$ cat config.mk
export PLATFORM = sky130hd
export DESIGN_NAME = i2c_master_register_access
export DESIGN_NICKNAME = d
export VERILOG_FILES = /design/src/hw/rtl/i2cmra_pkg.sv /design/src/hw/rtl/i2c_master_register_access.sv /design/src/hw/rtl/i2cmra_phase.sv
export SDC_FILE = /design/constraint.sdc
export NUM_CORES = 1
export LEC_CHECK = 0
export BUFFER_PORTS_ARGS = -buffer_cell sky130_fd_sc_hd__buf_2
export CORE_ASPECT_RATIO = 1.75
export CORE_MARGIN = 1
export CORE_UTILIZATION = 38
export DETAILED_ROUTE_END_ITERATION = 6
export SLEW_MARGIN = 20
export SYNTH_ARGS = -nofsm -noshare
export SYNTH_HDL_FRONTEND = slang
export SYNTH_SLANG_ARGS = --single-unit
$ cat constraint.sdc
create_clock -name clk -period 5.65 [get_ports clk]
set_input_delay 0.2825 -clock clk [delete_from_list [all_inputs] [get_ports clk]]
set_output_delay 0.2825 -clock clk [all_outputs]
set_load 0.02 [all_outputs]
$ cat src/hw/rtl/i2cmra_pkg.sv
// ----------------------------------------------------------------------------
// i2cmra_pkg: shared types and codes of the I2C register access master
// Segment codes, request codes and the transaction state record.
// ----------------------------------------------------------------------------
`default_nettype none

package i2cmra_pkg;

  localparam int unsigned STEP_W  = 5;
  localparam int unsigned PHASE_W = 3;
  localparam int unsigned BIT_W   = 4;
  localparam int unsigned TICK_W  = 16;

  // transaction segments
  localparam logic [STEP_W-1:0] SEG_IDLE     = 5'd0;
  localparam logic [STEP_W-1:0] SEG_STOP_PRE = 5'd1;
  localparam logic [STEP_W-1:0] SEG_START    = 5'd2;
  localparam logic [STEP_W-1:0] SEG_TX_DEV   = 5'd3;
  localparam logic [STEP_W-1:0] SEG_TX_REG   = 5'd4;
  localparam logic [STEP_W-1:0] SEG_TX_DATA  = 5'd5;
  localparam logic [STEP_W-1:0] SEG_STOP_END = 5'd6;
  localparam logic [STEP_W-1:0] SEG_RESTART  = 5'd7;
  localparam logic [STEP_W-1:0] SEG_TX_DEVR  = 5'd8;
  localparam logic [STEP_W-1:0] SEG_RX       = 5'd9;

  // request selector
  localparam logic [1:0] REQ_TICK  = 2'd0;
  localparam logic [1:0] REQ_WRITE = 2'd1;
  localparam logic [1:0] REQ_READ  = 2'd2;

  localparam logic [7:0] MSB_MASK = 8'h80;
  localparam logic [7:0] READ_BIT = 8'h01;

  typedef struct packed {
    logic [STEP_W-1:0]  step;
    logic [PHASE_W-1:0] phase;
    logic [BIT_W-1:0]   bit_idx;
    logic [7:0]         shift_byte;
    logic [TICK_W-1:0]  tick_rem;
    logic [7:0]         saved_dev;
    logic [7:0]         saved_reg;
    logic [7:0]         saved_data;
    logic               is_read;
    logic               last_ack;
    logic [7:0]         rx_byte;
    logic               scl;
    logic               sda;
    logic               sda_drv;
  } state_t;

endpackage

`default_nettype wire

$ cat src/hw/rtl/i2c_master_register_access.sv
// ----------------------------------------------------------------------------
// i2c_master_register_access: tick-paced I2C single register master
// Runs register write and register read transactions one pin phase at a time,
// advanced by tick beats, and returns one status beat per input beat.
// ----------------------------------------------------------------------------
//
//  channel | direction | handshake            | payload
//  --------+-----------+----------------------+---------------------------------
//  in_     | input     | in_valid / in_ready  | req_type, addresses, data, sda
//  out_    | output    | out_valid/out_ready  | pins, busy, done, ack, read byte, ignored
//  cfg_    | input     | cfg_wr_en            | phase_ticks (16 bit)
//
//  The sequencer state and the result register update at the edge that
//  accepts an input beat, so a new beat can enter every cycle while results
//  drain. in_ready drops only while a result waits and out_ready is low.
//  Reset (rst_n low, synchronous) puts the bus lines high, the sequencer
//  idle and phase_ticks at 1. A stalled result holds the whole block.
//
`default_nettype none

module i2c_master_register_access
  import i2cmra_pkg::*;
(
  input  wire logic        clk,
  input  wire logic        rst_n,

  input  wire logic        in_valid,
  output logic             in_ready,
  input  wire logic [1:0]  in_req_type,
  input  wire logic [7:0]  in_device_addr,
  input  wire logic [7:0]  in_reg_addr,
  input  wire logic [7:0]  in_write_data,
  input  wire logic        in_sda_in,

  output logic             out_valid,
  input  wire logic        out_ready,
  output logic             out_scl_out,
  output logic             out_sda_out,
  output logic             out_sda_drive_enable,
  output logic             out_busy_res,
  output logic             out_done_res,
  output logic             out_ack_level,
  output logic [7:0]       out_read_data,
  output logic             out_request_ignored,

  input  wire logic        cfg_wr_en,
  input  wire logic [15:0] cfg_wr_data
);

  // --- configuration ---
  logic [TICK_W-1:0] phase_ticks_r;
  logic [TICK_W-1:0] hold_ticks;

  always_ff @(posedge clk) begin
    if (!rst_n) begin
      phase_ticks_r <= 16'd1;
    end else if (cfg_wr_en) begin
      phase_ticks_r <= cfg_wr_data;
    end
  end

  // a zero hold count behaves as one
  assign hold_ticks = (phase_ticks_r == '0) ? 16'd1 : phase_ticks_r;

  // --- sequencer state ---
  // idle, bus lines driven high, no acknowledge seen yet
  localparam state_t ST_RESET = '{step: SEG_IDLE, last_ack: 1'b1, scl: 1'b1,
                                  sda: 1'b1, sda_drv: 1'b1, default: '0};

  state_t st_r, st_nxt;
  state_t ph_in, ph_out;
  logic   ph_done;
  logic   is_req, busy, accept;
  logic   done_nxt, ignored_nxt;

  assign accept = in_valid && in_ready;
  assign busy   = st_r.step != SEG_IDLE;
  assign is_req = (in_req_type == REQ_WRITE) || (in_req_type == REQ_READ);

  // Load the request into the state before its first phase: same step.
  always_comb begin
    ph_in = st_r;
    if (is_req && !busy) begin
      ph_in.saved_dev  = in_device_addr;
      ph_in.saved_reg  = in_reg_addr;
      ph_in.saved_data = in_write_data;
      ph_in.is_read    = in_req_type == REQ_READ;
      ph_in.step       = (in_req_type == REQ_READ) ? SEG_START : SEG_STOP_PRE;
      ph_in.phase      = '0;
      ph_in.bit_idx    = '0;
      ph_in.shift_byte = '0;
    end
  end

  i2cmra_phase u_phase (
    .cur    (ph_in),
    .sda_in (in_sda_in),
    .nxt    (ph_out),
    .done   (ph_done)
  );

  always_comb begin
    st_nxt      = st_r;
    done_nxt    = 1'b0;
    ignored_nxt = 1'b0;
    if (is_req) begin
      if (busy) begin
        // drop the request; it does not count as a tick
        ignored_nxt = 1'b1;
      end else begin
        st_nxt          = ph_out;
        st_nxt.tick_rem = hold_ticks;
      end
    end else if (busy) begin
      if (st_r.tick_rem > 16'd1) begin
        st_nxt.tick_rem = st_r.tick_rem - 16'd1;
      end else begin
        // hold elapsed: advance one phase and rearm unless finished
        st_nxt   = ph_out;
        done_nxt = ph_done;
        if (ph_out.step != SEG_IDLE) begin
          st_nxt.tick_rem = hold_ticks;
        end
      end
    end
  end

  always_ff @(posedge clk) begin
    if (!rst_n) begin
      st_r <= ST_RESET;
    end else if (accept) begin
      st_r <= st_nxt;
    end
  end

  // --- result register ---
  logic out_valid_r;

  assign in_ready  = !out_valid_r || out_ready;
  assign out_valid = out_valid_r;

  always_ff @(posedge clk) begin
    if (!rst_n) begin
      out_valid_r <= 1'b0;
    end else if (accept) begin
      out_valid_r <= 1'b1;
    end else if (out_ready) begin
      out_valid_r <= 1'b0;
    end
  end

  always_ff @(posedge clk) begin
    if (accept) begin
      out_scl_out          <= st_nxt.scl;
      out_sda_out          <= st_nxt.sda;
      out_sda_drive_enable <= st_nxt.sda_drv;
      out_busy_res         <= st_nxt.step != SEG_IDLE;
      out_done_res         <= done_nxt;
      out_ack_level        <= st_nxt.last_ack;
      out_read_data        <= st_nxt.rx_byte;
      out_request_ignored  <= ignored_nxt;
    end
  end

  // --- assertions ---
  a_idle_no_hold : assert property (@(posedge clk) disable iff (!rst_n)
    (st_r.step != SEG_IDLE) == (st_r.tick_rem != '0))
    else $error("hold counter out of step with busy state");

  a_done_idle : assert property (@(posedge clk) disable iff (!rst_n)
    (out_valid_r && out_done_res) |-> !out_busy_res)
    else $error("done beat while still busy");

  a_ignored_busy : assert property (@(posedge clk) disable iff (!rst_n)
    (out_valid_r && out_request_ignored) |-> (out_busy_res && !out_done_res))
    else $error("dropped request without a running transaction");

  a_tx_phase : assert property (@(posedge clk) disable iff (!rst_n)
    (st_r.step == SEG_TX_DEV || st_r.step == SEG_TX_REG ||
     st_r.step == SEG_TX_DATA || st_r.step == SEG_TX_DEVR) |-> (st_r.phase != 3'd7))
    else $error("byte segment reached an unused phase");

endmodule

`default_nettype wire

$ cat src/hw/rtl/i2cmra_phase.sv
// ----------------------------------------------------------------------------
// i2cmra_phase: one pin phase of the transaction sequencer
// Applies one pin change to the state and moves to the next segment at the
// end of a segment.
// ----------------------------------------------------------------------------
`default_nettype none

module i2cmra_phase
  import i2cmra_pkg::*;
(
  input  wire state_t cur,
  input  wire logic   sda_in,
  output state_t      nxt,
  output logic        done
);

  function automatic state_t enter_seg(input state_t s, input logic [STEP_W-1:0] seg);
    state_t r;
    r = s;
    r.step    = seg;
    r.phase   = '0;
    r.bit_idx = '0;
    case (seg)
      SEG_TX_DEV:  r.shift_byte = s.saved_dev;
      SEG_TX_REG:  r.shift_byte = s.saved_reg;
      SEG_TX_DATA: r.shift_byte = s.saved_data;
      SEG_TX_DEVR: r.shift_byte = s.saved_dev | READ_BIT;
      default:     r.shift_byte = '0;
    endcase
    if (seg == SEG_IDLE) begin
      r.tick_rem = '0;
    end
    return r;
  endfunction

  logic [STEP_W-1:0] next_seg;
  logic              fin;
  logic [BIT_W-1:0]  bit_inc;
  state_t            s;

  assign bit_inc = cur.bit_idx + 1'b1;

  always_comb begin
    case (cur.step)
      SEG_STOP_PRE: next_seg = SEG_START;
      SEG_START:    next_seg = SEG_TX_DEV;
      SEG_TX_DEV:   next_seg = SEG_TX_REG;
      SEG_TX_REG:   next_seg = cur.is_read ? SEG_RESTART : SEG_TX_DATA;
      SEG_TX_DATA:  next_seg = SEG_STOP_END;
      SEG_RESTART:  next_seg = SEG_TX_DEVR;
      SEG_TX_DEVR:  next_seg = SEG_RX;
      SEG_RX:       next_seg = SEG_STOP_END;
      default:      next_seg = SEG_IDLE;
    endcase
  end

  always_comb begin
    s   = cur;
    fin = 1'b0;
    case (cur.step)
      SEG_STOP_PRE, SEG_STOP_END: begin
        if (cur.phase == 3'd0) begin
          s.sda_drv = 1'b1; s.sda = 1'b0; s.phase = 3'd1;
        end else if (cur.phase == 3'd1) begin
          s.scl = 1'b1; s.phase = 3'd2;
        end else begin
          s.sda_drv = 1'b1; s.sda = 1'b1; fin = 1'b1;
        end
      end
      SEG_START, SEG_RESTART: begin
        if (cur.phase == 3'd0) begin
          s.sda_drv = 1'b1; s.sda = 1'b1; s.phase = 3'd1;
        end else if (cur.phase == 3'd1) begin
          s.scl = 1'b1; s.phase = 3'd2;
        end else if (cur.phase == 3'd2) begin
          s.sda_drv = 1'b1; s.sda = 1'b0; s.phase = 3'd3;
        end else begin
          s.scl = 1'b0; fin = 1'b1;
        end
      end
      SEG_TX_DEV, SEG_TX_REG, SEG_TX_DATA, SEG_TX_DEVR: begin
        case (cur.phase)
          3'd0: begin
            s.sda_drv = 1'b1;
            s.sda     = (cur.shift_byte & MSB_MASK) != 8'd0;
            s.phase   = 3'd1;
          end
          3'd1: begin
            s.scl = 1'b1; s.phase = 3'd2;
          end
          3'd2: begin
            s.scl        = 1'b0;
            s.shift_byte = {cur.shift_byte[6:0], 1'b0};
            s.bit_idx    = bit_inc;
            s.phase      = (bit_inc < 4'd8) ? 3'd0 : 3'd3;
          end
          3'd3: begin
            s.sda_drv = 1'b1; s.sda = 1'b1; s.phase = 3'd4;
          end
          3'd4: begin
            s.sda_drv = 1'b0; s.phase = 3'd5;
          end
          3'd5: begin
            s.scl = 1'b1; s.phase = 3'd6;
          end
          default: begin
            s.last_ack = sda_in;
            s.scl      = 1'b0;
            s.sda_drv  = 1'b1;
            s.sda      = 1'b0;
            fin        = 1'b1;
          end
        endcase
      end
      SEG_RX: begin
        case (cur.phase)
          3'd0: begin
            s.sda_drv = 1'b0; s.phase = 3'd1;
          end
          3'd1: begin
            s.scl = 1'b0; s.phase = 3'd2;
          end
          3'd2: begin
            s.scl = 1'b1; s.phase = 3'd3;
          end
          3'd3: begin
            s.shift_byte = {cur.shift_byte[6:0], sda_in};
            s.bit_idx    = bit_inc;
            s.phase      = (bit_inc < 4'd8) ? 3'd1 : 3'd4;
          end
          3'd4: begin
            s.scl = 1'b0; s.phase = 3'd5;
          end
          3'd5: begin
            s.sda_drv = 1'b1; s.sda = 1'b0; s.phase = 3'd6;
          end
          3'd6: begin
            s.scl = 1'b1; s.phase = 3'd7;
          end
          default: begin
            s.scl     = 1'b0;
            s.rx_byte = cur.shift_byte;
            fin       = 1'b1;
          end
        endcase
      end
      default: begin
        // unknown segment: drop back to idle
        s.step     = SEG_IDLE;
        s.tick_rem = '0;
      end
    endcase
    if (fin) begin
      nxt = enter_seg(s, next_seg);
    end else begin
      nxt = s;
    end
    done = fin && (next_seg == SEG_IDLE);
  end

endmodule

`default_nettype wire

**After elaboration in Yosys (flattened, before gate mapping)**

Cells that the tools add are included.

- Multiplexer cells: 63
- $mul: 0
- Shifts and indexed selects: 0
- Eq/ne operators: 23
- Div/mod/pow operators: 0
- Reductions and logical operators: 31
- Add/subtract/negate cells: 2
- Bitwise operators: 1
- $lt $le $gt $ge: 2

Operators by type and width:

| operator | count |
|---|---|
| 73-bit two-way mux | 4 |
| 16-bit two-way mux | 5 |
| 20-bit two-way mux | 2 |
| 37-bit two-way mux | 1 |
| 5-bit case mux with 7 select lines | 1 |
| 8-bit case mux with 4 select lines | 1 |
| 5-bit by 3-bit == test with 1-bit output, second input constant | 6 |
| 25-bit two-way mux | 1 |
| 12-bit two-way mux | 2 |
| 12-bit case mux with 2 select lines | 1 |
| 3-bit case mux with 4 select lines | 2 |
| 3-bit case mux with 7 select lines | 1 |
| 1-bit two-way mux | 18 |
| 3-bit two-way mux | 6 |
| 3-bit case mux with 6 select lines | 1 |
| 16-bit by 1-bit > comparator with 1-bit output, second input constant | 1 |
| 16-bit logical NOT | 1 |
| 2-bit two-way mux | 8 |
| 8-bit two-way mux | 2 |
| 16-bit by 1-bit subtractor with 16-bit output, second input constant | 1 |
| 5-bit by 2-bit == test with 1-bit output, second input constant | 3 |
| 5-bit by 4-bit == test with 1-bit output, second input constant | 3 |
| 5-bit nonzero test | 3 |
| 3-bit OR reduction | 4 |
| 27 further kinds | 44 |

- Logic and storage cells: 146
- Bits in writable memories: 0
- Memory bits (read-only): 0
- Memories kept: 0
- Input port bits: 48
- Register bits: 105
- Bits in latches: 0
- Output and inout bits: 17

**Depth between registers and ports, before layout**

- Word-level depth: 16
- Gate-level depth with buffers: 14
- Gate-level depth less buffers: 11

**Cells and area by module**

From an unflattened synthesis, not the netlist that was laid out.

- Cell total of the unflattened synthesis: 763
- Area total of the unflattened synthesis: 6899.1 um^2

Modules (own cells, without submodules):

| module | area an instance (um^2) | times used | cells an instance | seq. area each (um^2) |
|---|---|---|---|---|
| i2c_master_register_access | 5161.2 | 1 | 511 | 2252.2 |
| i2cmra_phase | 1737.9 | 1 | 252 | 0.0 |

**Worst setup path before layout**

Ideal clock, no wire load.

- Path type: reg-to-reg
- Start point: register st_r[69] (netlist name)
- End point: register out_busy_res, data pin
- Arrival: 3.252 ns
- Cell stages (with the launch flop): 13
- Data required time: 5.381 ns
- Setup time: 0.269 ns
- Period minus slack after synthesis: 3.520 ns
- Path slack: 2.130 ns
- Cell sequence: dfxtp_1 buf_2 buf_1 nor4_1 ha_1 buf_2 a22oi_1 o31ai_2 a311o_2 buf_6 o21bai_2 a2111oi_2 nand4_1

- Word-level cells in the longest chain between the ends: 14
- Elaborated cells between the ends (all ways): 45
- Classes of those cells: 15 x eq/ne; 18 x mux; 12 x reduce/logical

RTL lines:

| what | line | RTL |
|---|---|---|
| from (decl) | i2c_master_register_access.sv:70 | `state_t st_r, st_nxt;` |
| from (signal assigned) | i2c_master_register_access.sv:132 | `st_r <= st_nxt;` |
| 5-bit nonzero test | i2c_master_register_access.sv:77 | `assign busy = st_r.step != SEG_IDLE;` |
| 1-bit logical NOT | i2c_master_register_access.sv:83 | `if (is_req && !busy) begin` |
| 1-bit logical AND | i2c_master_register_access.sv:83 |  |
| 20-bit two-way mux | i2c_master_register_access.sv:83 |  |
| 3-bit by 2-bit == test with 1-bit output | i2cmra_phase.sv:75, i2cmra_phase.sv:82, i2cmra_phase.sv:116 |  |
| 1-bit two-way mux | i2cmra_phase.sv:75 | `end else if (cur.phase == 3'd2) begin` |
| 1-bit two-way mux | i2cmra_phase.sv:73 | `end else if (cur.phase == 3'd1) begin` |
| 1-bit two-way mux | i2cmra_phase.sv:71 | `if (cur.phase == 3'd0) begin` |
| 1-bit case mux with 4 select lines | i2cmra_phase.sv:60 | `case (cur.step)` |
| 73-bit two-way mux | i2cmra_phase.sv:153 | `if (fin) begin` |
| 20-bit two-way mux | i2c_master_register_access.sv:115 | `if (st_r.tick_rem > 16'd1) begin` |
| 73-bit two-way mux | i2c_master_register_access.sv:114 | `end else if (busy) begin` |
| 73-bit two-way mux * | i2c_master_register_access.sv:106 | `if (is_req) begin` |
| 5-bit nonzero test * | i2c_master_register_access.sv:157 | `out_busy_res <= st_nxt.step != SEG_IDLE;` |
| to (signal assigned) | i2c_master_register_access.sv:157 |  |
| to (decl) | i2c_master_register_access.sv:40 | `output logic out_busy_res,` |

Every way passes the cells marked *; elsewhere a longest branch is shown, timed or not. The select of a mux whose other input is x is not followed.
A chain may end at the register's enable or synchronous reset.

**Final worst setup path**

- Start point: register st_r[68] (netlist name)
- End point: register out_busy_res, data pin

Same word-level chain as after synthesis.

==> metrics list <==
- Result of the run: completed
* Critical path data required time: about 5.8 ns
- Port buffering added between 60 and 70 buffers.
- At the end of routability-driven placement, the weighted congestion stood at approximately 0.94.
- Cell-by-cell listing of the critical path: or2_1 > nor4_1 > ha_2 > buf_4 > or3b_1 > a211o_1 > o32ai_4 > a311oi_4 > mux2i_1 > a2111oi_2 > nand4_1
- Wirelength per Cell: approximately 19 um
- Effective utilization at floorplan: 0.392
- Hold Path Origin: cfg_wr_data[0]
* Nature of the critical path endpoint: register
* Depth of the most critical reg-to-reg path: 11
- CTS buffer count: 9
* Largest net degree at the start of global routing: between 50 and 60
- In this run the critical register-to-register path is captured at out_busy_res.
- Die Wd: a little under 100 um
* Switching Share: 0.342
* CTS tree: yes
* Post-route setup TNS: 0 ns
- The number of hold buffers added after CTS was 0.
* Grt total ovfl: 0
- The first detailed-routing pass ran for 4 iterations.
- Hold violation total from the final report: 0
- Drt drc: 0
- The die is 172 um tall.
- R2R Path Start: st_r[68]
- Library cell used as clock root buffer: clkbuf_16
- The worst setup path is launched from a register.
- Yosys Warn Count: 0
- Half-perimeter wire length of the detailed placement result: ~13000 um
- The initial antenna violation count was 0.
* GRT Total Usage: 0.221
* Highest Clock Rate: around 220 MHz
- Setup violations remaining at the end of the flow were counted as 0.
- The cell family contributing the most delay on the critical path is simple AND/OR/NAND/NOR gates.
- Antenna-violating nets left: 0
- The worst hold path passes through 3 cells.
* Final-layout fill cell count: roughly 1600
- Worst min-delay path class: in2reg
- Crit path buf inv count: 1
* RSZ-0062 raised after global routing: false
- For this design the total switching power over the nets is ~670 uW.
- Synth Cell Area: around 6300 um2
- Placeable Area: roughly 16000 um2
- Power spread over the standard cell area amounts to approximately 280 nW/um2.
- Worst setup path category: reg2reg
* Final Net Count: a little over 800
* Ys flop type: dfxtp_1
- The netlist uses 82 different library cells.
* Post-Route Skew: roughly 0.011 ns
- Final standard cell count with taps included and fillers excluded: between 900 and 1000
- Internal power: between 1 and 1.5 mW
* Crit path max-delay cell type: ha_2
- Placed Instances: ~960
- For this run, the slowest stage of the critical path takes between 0.5 and 0.6 ns.
* Post-synth top cells: 90 x dfxtp_1, 88 x nor2_1, 66 x nand2_1, 57 x o21ai_0, 48 x a21oi_1
- After synthesis the netlist holds a flip-flop and latch count of 105.
* Time the final worst path needs with I/O delays and setup: approximately 4.6 ns
- In the synthesized netlist the async set-or-reset flop fraction comes to 0.
- The first global-routing pass estimated approximately 29000 um of wire.
- Post-synthesis cell type with the largest combined area: dfxtp_1
- Worst vdd ir: around 0.18 mV
- Post-CTS repair changed the size of 0 cells.
* Hold endpoint: phase_ticks_r[0]
* Worst skew pair latency: 0.36 ns
* Worst-path clk slew: roughly 0.080 ns
* Syn Inst Count: 743
* CTS H-tree lvls: 3
* Num rows: just over 60
- For the pin with the worst max-slew slack, the measured transition is between 0.9 and 1 ns.
- The synthesized design contains 15 enable-type register cells.
* Share of post-route cells with drive strength above 1: 0.169
- Number of nets produced by synthesis: roughly 800
- Of the post-synthesis cell area, the dominant cell type holds 0.288.
- The share of total power dissipated in combinational logic is 0.250.
* Leakage power: around 2.6 nW
* CTS sink count: between 100 and 150
- Reg2reg setup slack: between 1 and 1.5 ns
- Sequential area share after synthesis: 0.360
- The number of max-slew violations in the final report was 0.
- Worst-path maximum fanout: 31
- By area the synthesized netlist is led by dfxtp_1 29%, edfxtp_1 7.2%, mux2i_1 6.9%, nor2_1 5.3%, o21ai_0 4.6%.
- Drt first-iter violations: 330
- The area growth from synthesis to layout is 11.3%.
* Number of inserted diodes: 0
- Dividing the detail-routed via count by the number of cells gives roughly 5.9.
- dfxtp_1 is the most common cell in the netlist.
- Via count of the first global-routing pass: around 5500
- The detailed router placed about 5800 vias in this run.
* Fraction of power consumed by sequential logic: 0.429
- Clock Path Buffers: 2
- Count of boundary I/O pins: 65
* Worst Path Arrival: around 4.7 ns
- Final worst-path cycle share: 0.821
- Average footprint of a synthesized cell: around 8.4 um2
- Worst slew margin: 0.377
* Total wirelength of the detailed-routed design: 18400 um
- Of the total power, the clock network draws 0.320.
- Max-cap violation count: 0
* Post-CTS Setup Repair Bufs: 0
- Total Die Area: between 15000 and 20000 um2
## area by class of cell
type | instances | area [um2] | share of cell area
Clock inverter | 7 | 68.8 | 0.00989
Tap cell | 189 | 236 | 0.0340
Inverter | 14 | 52.6 | 0.00755
Timing Repair Buffer | 75 | 403 | 0.0579
Multi-Input combinational cell | 572 | 3720 | 0.535
Sequential cell | 105 | 2250 | 0.324
Clock buffer | 9 | 225 | 0.0324
## metal layers
layer | part of all wire | track usage
met1 | 0.39 | 0.232
met2 | 0.53 | 0.421
met3 | 0.033 | 0.0293
met4 | 0.045 | 0.122
met5 | 0 | 0
## flip-flops by register name, summed over array words and instances (netlist names), 8 cells and up
register       count
out_read_data      8
st_r              45
ph_in             28
phase_ticks_r     16
## power by group through the flow
stage | sequential (mW) | combinational, mW | clock [mW]
4_1_cts | 0.845 | 0.491 | 0.649
6_report | 0.846 | 0.493 | 0.632
5_1_grt | 0.851 | 0.537 | 0.678
2_1_floorplan | 0.852 | 0.365 | 0
3_5_place_dp | 0.862 | 0.489 | 0
3_3_place_gp | 0.863 | 0.489 | 0
## worst max-delay path by stage
| stage | start | end | slack, ns | depth (start not counted) |
|---|---|---|---|---|
| global placement | st_r[68] | out_busy_res | 1.24 | 11 |
| detailed placement | st_r[68] | out_busy_res | 1.10 | 11 |
| floorplan | st_r[69] | out_busy_res | 2.13 | 12 |
| global route | st_r[68] | out_busy_res | 0.70 | 11 |
| CTS | st_r[68] | out_busy_res | 1.07 | 11 |
| finish | st_r[68] | out_busy_res | 1.01 | 11 |
## worst min-delay path, cell delays in order
cell,delay [ns]
buf_2,0.07
mux2i_1,0.05
nand2_1,0.05
## cells in the final DEF, fill, tap and decap left out, types with 7 or more instances in the layout
cell,synthesis,final
nor2b_1,9,9
nand3_1,21,21
clkbuf_16,0,9
a211oi_1,11,11
edfxtp_1,15,15
inv_1,13,12
a31oi_1,8,8
a221o_1,8,8
a221oi_1,17,17
mux2_2,17,17
o21ai_0,57,57
buf_4,2,11
nor3_1,17,17
xnor2_1,12,12
dfxtp_1,90,90
a21oi_1,48,48
nand2_1,66,66
buf_2,10,64
nand4_1,7,7
nand2b_1,10,10
nor4_1,19,19
mux2i_1,43,43
nor2_1,88,88
## cell families (layout without fill, tap and decap cells)
| family | after synthesis | count (layout) | share of synthesized area |
|---|---|---|---|
| AND/OR/NAND/NOR | 272 | 272 | 0.213 |
| buffers and inverters | 66 | 105 | 0.0452 |
| XOR/XNOR | 18 | 18 | 0.0252 |
| AO/OA/AOI/OAI | 216 | 216 | 0.245 |
| flip-flops | 105 | 105 | 0.360 |
| adder cells (fa/ha/maj) | 6 | 6 | 0.0120 |
| multiplexers | 60 | 60 | 0.0994 |
## metrics by stage
stage	hold WS [ns]	worst slack [ns]	total power [mW]	util	cell area [um2]
3_5_place_dp	0.447	1.10	1.35	0.418	6670
5_1_grt	0.139	0.705	2.07	0.436	6960
6_report	0.141	1.01	1.97	0.436	6960
4_1_cts	0.135	1.07	1.99	0.436	6960
3_3_place_gp	0.442	1.24	1.35	0.418	6670
2_1_floorplan	0.411	2.13	1.22	-	6250
No activity file was read; power rests on OpenSTA's default activity.
